## config.mk

```make
export PLATFORM = sky130hd
export DESIGN_NAME = radius_attribute_parser_top
export DESIGN_NICKNAME = d
export VERILOG_FILES = /design/src/hw/rtl/rap_pkg.sv /design/src/hw/rtl/rap_parse.sv /design/src/hw/rtl/rap_out_queue.sv /design/src/hw/rtl/radius_attribute_parser_top.sv
export SDC_FILE = /design/constraint.sdc
export NUM_CORES = 1
export LEC_CHECK = 0
export BUFFER_PORTS_ARGS = -buffer_cell sky130_fd_sc_hd__buf_4
export CAP_MARGIN = 5
export CORE_UTILIZATION = 45
export CTS_BUF_LIST = sky130_fd_sc_hd__clkbuf_4 sky130_fd_sc_hd__clkbuf_8 sky130_fd_sc_hd__clkbuf_16
export DETAILED_ROUTE_END_ITERATION = 16
export HOLD_SLACK_MARGIN = 0.1
export PLACE_DENSITY_LB_ADDON = 0.3
export SETUP_SLACK_MARGIN = 0.4
export SKIP_LAST_GASP = 1
export SLEW_MARGIN = 20
export SYNTH_ARGS = -nofsm -noshare
export SYNTH_HDL_FRONTEND = slang
export SYNTH_HIERARCHICAL = 1
export SYNTH_SLANG_ARGS = --single-unit
```

## constraint.sdc

```tcl
create_clock -name clk -period 16.3 [get_ports clk]
set_clock_uncertainty 0.1 [all_clocks]
set_input_delay 0.815 -clock clk [delete_from_list [all_inputs] [get_ports clk]]
set_output_delay 0.815 -clock clk [all_outputs]
set_load 0.01 [all_outputs]
```

## src/hw/rtl/rap_pkg.sv

```systemverilog
// ----------------------------------------------------------------------------
// rap_pkg: shared types and constants
// Item types, result kinds, parse phases and fixed limits of the RADIUS
// attribute parser.
// ----------------------------------------------------------------------------
package rap_pkg;

	localparam int unsigned MAX_PACKET   = 4096;
	localparam int unsigned CODE_COUNT   = 64;
	localparam int unsigned ATTR_TYPES   = 256;
	localparam int unsigned HEADER_BYTES = 20;

	localparam logic [1:0] KIND_ATTR = 2'd0;
	localparam logic [1:0] KIND_OK   = 2'd1;
	localparam logic [1:0] KIND_FAIL = 2'd2;

	typedef enum logic [2:0] {
		PH_HEADER,
		PH_TYPE,
		PH_LEN,
		PH_VALUE,
		PH_SWALLOW
	} phase_t;

	typedef struct packed {
		logic [7:0]  data_byte;
		logic [12:0] packet_length;
	} in_item_t;

	typedef struct packed {
		logic [1:0]  kind;
		logic [7:0]  attr_type;
		logic [11:0] value_offset;
		logic [7:0]  value_length;
		logic [7:0]  packet_code;
		logic [7:0]  packet_identifier;
		logic [15:0] header_length;
		logic        last;
	} out_item_t;

	typedef struct packed {
		logic [1:0] count;
		out_item_t  first;
		out_item_t  second;
	} parse_res_t;

endpackage

```

## src/hw/rtl/rap_parse.sv

```systemverilog
// ----------------------------------------------------------------------------
// rap_parse: per-byte packet walker
// Holds the packet walk state and works out, for the byte in the input
// register, up to two result items and the next state.
// ----------------------------------------------------------------------------
module rap_parse (
	input  logic               clk,
	input  logic               arst_n,
	input  logic               advance,
	input  rap_pkg::in_item_t  item,
	input  logic [63:0]        code_mask,
	output rap_pkg::parse_res_t res
);
	import rap_pkg::*;

	logic [12:0] pos_q, pos_n;
	phase_t      phase_q, phase_n;
	logic [7:0]  left_q, left_n;
	logic [7:0]  type_q, type_n;
	logic [12:0] start_q, start_n;
	logic [7:0]  code_q, code_n;
	logic [7:0]  ident_q, ident_n;
	logic [15:0] hlen_q, hlen_n;

	logic [7:0]  b;
	logic [12:0] plen;
	logic [13:0] pos1;
	logic        is_last;
	logic        fail;
	logic        ok;
	logic        rec;
	logic [12:0] remain;
	logic [7:0]  left_dec;
	logic [15:0] hlen_full;
	out_item_t   rec_item;
	out_item_t   stat_item;

	always_comb begin
		b         = item.data_byte;
		plen      = item.packet_length;
		pos1      = {1'b0, pos_q} + 14'd1;
		is_last   = pos1 >= {1'b0, plen};
		fail      = 1'b0;
		ok        = 1'b0;
		rec       = 1'b0;
		pos_n     = pos_q;
		phase_n   = phase_q;
		left_n    = left_q;
		type_n    = type_q;
		start_n   = start_q;
		code_n    = code_q;
		ident_n   = ident_q;
		hlen_n    = hlen_q;
		remain    = (plen > start_q) ? plen - start_q : 13'd0;
		left_dec  = (left_q != 8'd0) ? left_q - 8'd1 : left_q;
		hlen_full = hlen_q | {8'h00, b};

		case (phase_q)
			PH_HEADER: begin
				if (pos_q == 13'd0) begin
					code_n  = b;
					ident_n = 8'd0;
					hlen_n  = 16'd0;
					if (32'(plen) < HEADER_BYTES || 32'(plen) > MAX_PACKET)
						fail = 1'b1;
					else if (32'(b) >= CODE_COUNT || !code_mask[b[5:0]])
						fail = 1'b1;
				end else if (pos_q == 13'd1) begin
					ident_n = b;
				end else if (pos_q == 13'd2) begin
					hlen_n = {b, 8'h00};
				end else if (pos_q == 13'd3) begin
					hlen_n = hlen_full;
					if (hlen_full > {3'b000, plen})
						fail = 1'b1;
				end
				if (!fail && 32'(pos1) >= HEADER_BYTES)
					phase_n = PH_TYPE;
			end
			PH_TYPE: begin
				if (!is_last) begin
					type_n  = b;
					start_n = pos_q;
					phase_n = PH_LEN;
				end
			end
			PH_LEN: begin
				if (b < 8'd2 || {5'b00000, b} > remain) begin
					fail = 1'b1;
				end else begin
					rec     = 32'(type_q) < ATTR_TYPES;
					left_n  = b - 8'd2;
					phase_n = (b == 8'd2) ? PH_TYPE : PH_VALUE;
				end
			end
			PH_VALUE: begin
				left_n = left_dec;
				if (left_dec == 8'd0)
					phase_n = PH_TYPE;
			end
			default: begin
			end
		endcase

		if (!fail && is_last && phase_n != PH_SWALLOW) begin
			if (phase_n == PH_TYPE)
				ok = 1'b1;
			else
				fail = 1'b1;
		end

		if (fail)
			phase_n = PH_SWALLOW;

		if (is_last) begin
			pos_n   = 13'd0;
			phase_n = PH_HEADER;
			left_n  = 8'd0;
			type_n  = 8'd0;
			start_n = 13'd0;
		end else begin
			pos_n = pos1[12:0];
		end

		rec_item.kind              = KIND_ATTR;
		rec_item.attr_type         = type_q;
		rec_item.value_offset      = start_q[11:0] + 12'd2;
		rec_item.value_length      = b - 8'd2;
		rec_item.packet_code       = code_n;
		rec_item.packet_identifier = ident_n;
		rec_item.header_length     = hlen_n;
		rec_item.last              = 1'b0;

		stat_item.kind              = fail ? KIND_FAIL : KIND_OK;
		stat_item.attr_type         = 8'd0;
		stat_item.value_offset      = 12'd0;
		stat_item.value_length      = 8'd0;
		stat_item.packet_code       = code_n;
		stat_item.packet_identifier = ident_n;
		stat_item.header_length     = hlen_n;
		stat_item.last              = 1'b1;

		res.count  = {1'b0, rec} + {1'b0, ok | fail};
		res.first  = rec ? rec_item : stat_item;
		res.second = stat_item;
	end

	always_ff @(posedge clk or negedge arst_n) begin
		if (!arst_n) begin
			pos_q   <= 13'd0;
			phase_q <= PH_HEADER;
			left_q  <= 8'd0;
			type_q  <= 8'd0;
			start_q <= 13'd0;
			code_q  <= 8'd0;
			ident_q <= 8'd0;
			hlen_q  <= 16'd0;
		end else if (advance) begin
			pos_q   <= pos_n;
			phase_q <= phase_n;
			left_q  <= left_n;
			type_q  <= type_n;
			start_q <= start_n;
			code_q  <= code_n;
			ident_q <= ident_n;
			hlen_q  <= hlen_n;
		end
	end

endmodule

```

## src/hw/rtl/rap_out_queue.sv

```systemverilog
// ----------------------------------------------------------------------------
// rap_out_queue: two-entry result queue
// Takes up to two result items per cycle and presents them one at a time
// on the output channel; the head entry is the output register.
// ----------------------------------------------------------------------------
module rap_out_queue (
	input  logic               clk,
	input  logic               arst_n,
	input  logic [1:0]         push_cnt,
	input  rap_pkg::out_item_t push_first,
	input  rap_pkg::out_item_t push_second,
	input  logic               out_stall,
	output logic               out_valid,
	output rap_pkg::out_item_t out_item,
	output logic [1:0]         occ
);
	import rap_pkg::*;

	logic [1:0] cnt_q, cnt_n;
	logic [1:0] rem;
	logic       pop;
	out_item_t  e0_q, e1_q, e0_n, e1_n, head;

	always_comb begin
		pop   = (cnt_q != 2'd0) && !out_stall;
		rem   = cnt_q - {1'b0, pop};
		head  = pop ? e1_q : e0_q;
		e0_n  = (rem != 2'd0) ? head : push_first;
		if (rem == 2'd2)
			e1_n = e1_q;
		else if (rem == 2'd1)
			e1_n = push_first;
		else
			e1_n = push_second;
		cnt_n = rem + push_cnt;
	end

	always_ff @(posedge clk or negedge arst_n) begin
		if (!arst_n)
			cnt_q <= 2'd0;
		else
			cnt_q <= cnt_n;
	end

	always_ff @(posedge clk) begin
		e0_q <= e0_n;
		e1_q <= e1_n;
	end

	assign out_valid = cnt_q != 2'd0;
	assign out_item  = e0_q;
	assign occ       = cnt_q;

endmodule

```

## src/hw/rtl/radius_attribute_parser_top.sv

```systemverilog
// Path: an accepted byte waits in the input register; its results are worked out from it
// combinationally and pushed into the result queue, whose head entry is the output register.
// Throughput: one byte per cycle while the queue has room for the byte's results; the queue is
// checked without the item leaving it that cycle, so a full queue holds bytes with results.
// Reset: asynchronous, clears the packet walk, the result queue and the code mask.
// ----------------------------------------------------------------------------
// radius_attribute_parser_top: RADIUS attribute parser
// Checks the RADIUS header of a byte stream, walks its attributes and emits
// one record per attribute and a status item per packet.
// ----------------------------------------------------------------------------
module radius_attribute_parser_top (
	input  logic               clk,
	input  logic               arst_n,
	input  logic               in_valid,
	output logic               in_stall,
	input  rap_pkg::in_item_t  in_item,
	output logic               out_valid,
	input  logic               out_stall,
	output rap_pkg::out_item_t out_item,
	input  logic               cfg_we,
	input  logic [63:0]        cfg_wdata
);
	import rap_pkg::*;

	logic        valid_s1;
	in_item_t    item_s1;
	logic [63:0] mask_q;
	logic        advance;
	logic        in_take;
	logic [1:0]  occ;
	logic [2:0]  fill;
	logic [1:0]  push_cnt;
	parse_res_t  res;

	always_ff @(posedge clk or negedge arst_n) begin
		if (!arst_n)
			mask_q <= 64'd0;
		else if (cfg_we)
			mask_q <= cfg_wdata;
	end

	assign fill     = {1'b0, occ} + {1'b0, res.count};
	assign advance  = valid_s1 && (fill <= 3'd2);
	assign in_stall = valid_s1 && !advance;
	assign in_take  = in_valid && !in_stall;
	assign push_cnt = advance ? res.count : 2'd0;

	always_ff @(posedge clk or negedge arst_n) begin
		if (!arst_n)
			valid_s1 <= 1'b0;
		else if (in_take)
			valid_s1 <= 1'b1;
		else if (advance)
			valid_s1 <= 1'b0;
	end

	always_ff @(posedge clk) begin
		if (in_take)
			item_s1 <= in_item;
	end

	rap_parse u_parse (
		.clk       (clk),
		.arst_n    (arst_n),
		.advance   (advance),
		.item      (item_s1),
		.code_mask (mask_q),
		.res       (res)
	);

	rap_out_queue u_queue (
		.clk         (clk),
		.arst_n      (arst_n),
		.push_cnt    (push_cnt),
		.push_first  (res.first),
		.push_second (res.second),
		.out_stall   (out_stall),
		.out_valid   (out_valid),
		.out_item    (out_item),
		.occ         (occ)
	);

`ifndef ASSERT_OFF
	a_occ_range: assert property (@(posedge clk) disable iff (!arst_n)
		occ != 2'd3) else $error("result queue overfilled");

	a_stall_full: assert property (@(posedge clk) disable iff (!arst_n)
		in_stall |-> valid_s1) else $error("input stalled with empty stage");

	a_pair_empty: assert property (@(posedge clk) disable iff (!arst_n)
		(advance && res.count == 2'd2) |-> occ == 2'd0)
		else $error("two results pushed into busy queue");

	a_last_status: assert property (@(posedge clk) disable iff (!arst_n)
		out_valid |-> (out_item.last == (out_item.kind != KIND_ATTR)))
		else $error("last flag does not match result kind");
`endif

endmodule

```

==> flow_summary.yaml <==
worst_setup_path:
  slowest_delay_ns: 0.63
  path_class: "flip-flop to flip-flop"
  cp_data_arrival_time_ns: 8.09
  path_cells: "inv_1 > ha_1 > nand2_1 > a21o_1 > a211oi_1 > o41a_1 > nand3_1 > ha_1 > o211ai_1 > a21oi_1 > o211ai_1 > or4b_1 > and2_0 > a21bo_1 > or3_1 > inv_2 > ha_1 > ha_1 > fa_1 > nand2_1 > and3b_2 > buf_4 > nand2_1 > a22o_1"
  crit_path_end_kind: "flip-flop"
  worst-path-buf-inv: 3
  cp.required_ns: 16.65
  crit_top_cell: "ha_1"
  critical_path.top_delay_family: "simple AND/OR/NAND/NOR gates"
  critical-path-slowest-cell: "nand2_1"
  cp-start-kind: "flip-flop"
  worst-path-max-fanout: 56
timing:
  drv_slew: 0
  max-slew-margin-rel_pct: 37.29
  fmax_mhz: 129.2
  fin_tns_setup_ns: 0
  hold_ws_ns: 0.1562
  rsz0062_at_grt: "no"
  period_share_pct: 47.47
  worst_slew_pin_slew_ns: 0.9407
  finalSetupViolations: 0
  setup_slack_ns: 8.562
  fin_crit_ns: 7.738
  hold_viol: 0
route:
  first_pass_iters: 5
  post-route-drc-count: 0
  drt_iter0_drc: 793
  ant_nets: 0
  vias: 10600
  wl_per_cell_um: 20.30
  finalWirelength_um: 38860
  vias_per_cell: 5.537
logic_synthesis:
  synth-seq-cells: 291
  synth_warnings: 6
  synth_flop_cell: "edfxtp_1"
  netlist_area_um2: 16930
  async_reset_ff_share_pct: 49.48
  synth_edf_count: 147
  yosysUniqueCellTypes: 86
  synthCells: 1352
  avgSynthCellArea_um2: 12.52
  synth_seq_area_share_pct: 47.35
floorplan:
  ioPinCount: 155
  fp.dieH_um: 196.0
  initial_core_util_pct: 46.03
  core-area_um2: 36790
  num_rows: 70
  die_area_um2: 38410
  die_w_um: 196.0
job:
  cap_violations: 0
clock_tree:
  clock-root-buffer: "clkbuf_16"
  clk-insertion-delay-late_ns: 0.57
  ctsResizeCount: 0
  cts_buffers: 31
  clock_sinks: 291
  cts_setup_buffers: 0
  cts_tree: "done"
  clk_pin_slew_ns: 0.06
  htreeDepth: 1
  cts-hold-fix-buffers: 0
  cts_buffer_depth: 3
global_route:
  grt_antenna_before_repair: 0
  grt_max_degree: 74
  grt_pass1_wl_um: 61300
  track_usage_pct: 20.44
  grt_pass1_vias: 10800
  overflow: 0
hold_path:
  hp-class: "input port to async pin"
finish:
  nFillCells: 3229
  syn_to_final_growth_pct: 10.46
  n_antenna_cell: 0
  drive_above_1_share_pct: 34.79
  fin_nets: 1573
  multi_input_area_um2: 7594
  regArea_um2: 8018
power_and_ir_drop:
  cellPowerDensity_nw_per_um2: 212.4
  ir_drop_uv: 102.9
  p_leak_nw: 8.222
placed_design:
  hpwl_um: 28060
  pre_cts_ws_ns: 8.650
  gp_congestion: 0.9298
  portBuffers: 154
outcome:
  status: "finished clean"
==> metrics by stage <==
step | instance area (µm²) | power (mW) | cells | util (%)
after floorplan | 17040 | 2.909 | 1379 | -
after global placement | 17680 | 3.263 | 1856 | 48.05
after detailed placement | 17680 | 3.302 | 1856 | 48.05
after CTS | 18680 | 4.002 | 1913 | 50.78
after global routing | 18710 | 4.230 | 1914 | 50.85
final | 18710 | 3.973 | 1914 | 50.85
==> logic make-up (layout without fill, tap and decap cells) <==
kind of cell | after synthesis | count (layout) | share of synthesized area (%)
AND/OR/NAND/NOR | 284 | 284 | 8.682
multiplexers | 255 | 255 | 20.10
buffers and inverters | 214 | 281 | 8.564
adder cells (fa/ha/maj) | 61 | 61 | 4.596
other | 2 | 29 | 0.04435
XOR/XNOR | 40 | 40 | 2.113
AO/OA/AOI/OAI | 205 | 205 | 8.549
flip-flops | 291 | 291 | 47.35
==> report_power, final <==
group / switching [mW] / internal (mW)
Sequential: 0.149 / 1.17
Clock: 0.282 / 0.407
Combinational: 1.06 / 0.906
==> cell usage after synthesis (all sizes together) (9+ instances only) <==
cell type / instances / area share (%)
o21ai: 35 / 1.1
mux2: 234 / 18
or2: 11 / 0.41
edfxtp: 147 / 26
nand2b: 10 / 0.37
a211oi: 10 / 0.52
mux2i: 12 / 0.71
nor3: 19 / 0.62
xnor2: 31 / 1.6
dfrtp: 144 / 21
a21o: 12 / 0.54
inv: 53 / 1.2
a22o: 32 / 1.7
ha: 59 / 4.4
a21oi: 48 / 1.4
nor2: 60 / 1.3
mux4: 9 / 1.2
and2: 16 / 0.59
nand3: 39 / 1.2
xor2: 9 / 0.51
clkbuf: 29 / 0.64
nand2: 71 / 1.6
buf: 132 / 6.7
nand4: 10 / 0.37
==> layer usage <==
metal  vias to the layer above  wire, µm  track usage, %
met2                       335     17870           32.25
met4                         0       987           6.308
li1                       4955         -               -
met5                         -         0               0
met1                      5250     17260           27.60
met3                        58      2734           5.226
==> final timing paths <==
| check | cells past startpoint | startpoint | slack [ns] | to |
|---|---|---|---|---|
| min in group clk | 1 | in_item[15] | 0.32 | item_s1[15] |
| min | 1 | arst_n | 0.16 | mask_q[30] |
| max | 24 | u_parse/start_q[2] | 8.56 | u_parse/start_q[5] |
| max in group asynchronous | 2 | arst_n | 14.52 | u_queue/occ[0] |
| min reg2reg | 1 | u_parse/code_q[6] | 0.40 | u_parse/code_q[6] |
| max reg2reg | 24 | u_parse/start_q[2] | 8.56 | u_parse/start_q[5] |
==> cell type report <==
type | count | area share, %
Sequential cell | 291 | 42.86
Multi-Input combinational cell | 874 | 40.60
Timing Repair Buffer | 171 | 6.990
Clock buffer | 54 | 5.271
Tap cell | 468 | 3.130
Inverter | 53 | 1.064
Clock inverter | 3 | 0.08696
==> cell usage in the layout (no fill, tap or decap), types with 11 or more instances in the layout <==
cell,n
xnor2_1,31
nand2_1,68
a21oi_1,47
o21ai_0,30
a22o_1,32
inv_1,51
clkbuf_4,17
clkbuf_16,31
ha_1,59
edfxtp_1,147
mux2_2,115
nand3_1,39
and2_1,15
nor3_1,17
nor2_1,59
a21o_1,11
conb_1,29
buf_4,169
mux2i_1,12
mux2_4,119
dfrtp_1,144
==> flip-flops by register name (all words and copies together), names as in the netlist <==
name,cells
u_parse/type_q,8
u_parse/hlen_q,16
u_parse/left_q,8
u_queue/e1_q,63
u_queue/occ,2
u_parse/phase_q,3
u_parse/code_q,8
u_parse/pos_q,13
u_parse/ident_q,8
u_parse/start_q,13
item_s1,21
u_queue/out_item,63
mask_q,64
valid_s1,1
Power figures use the tool's default switching activity.
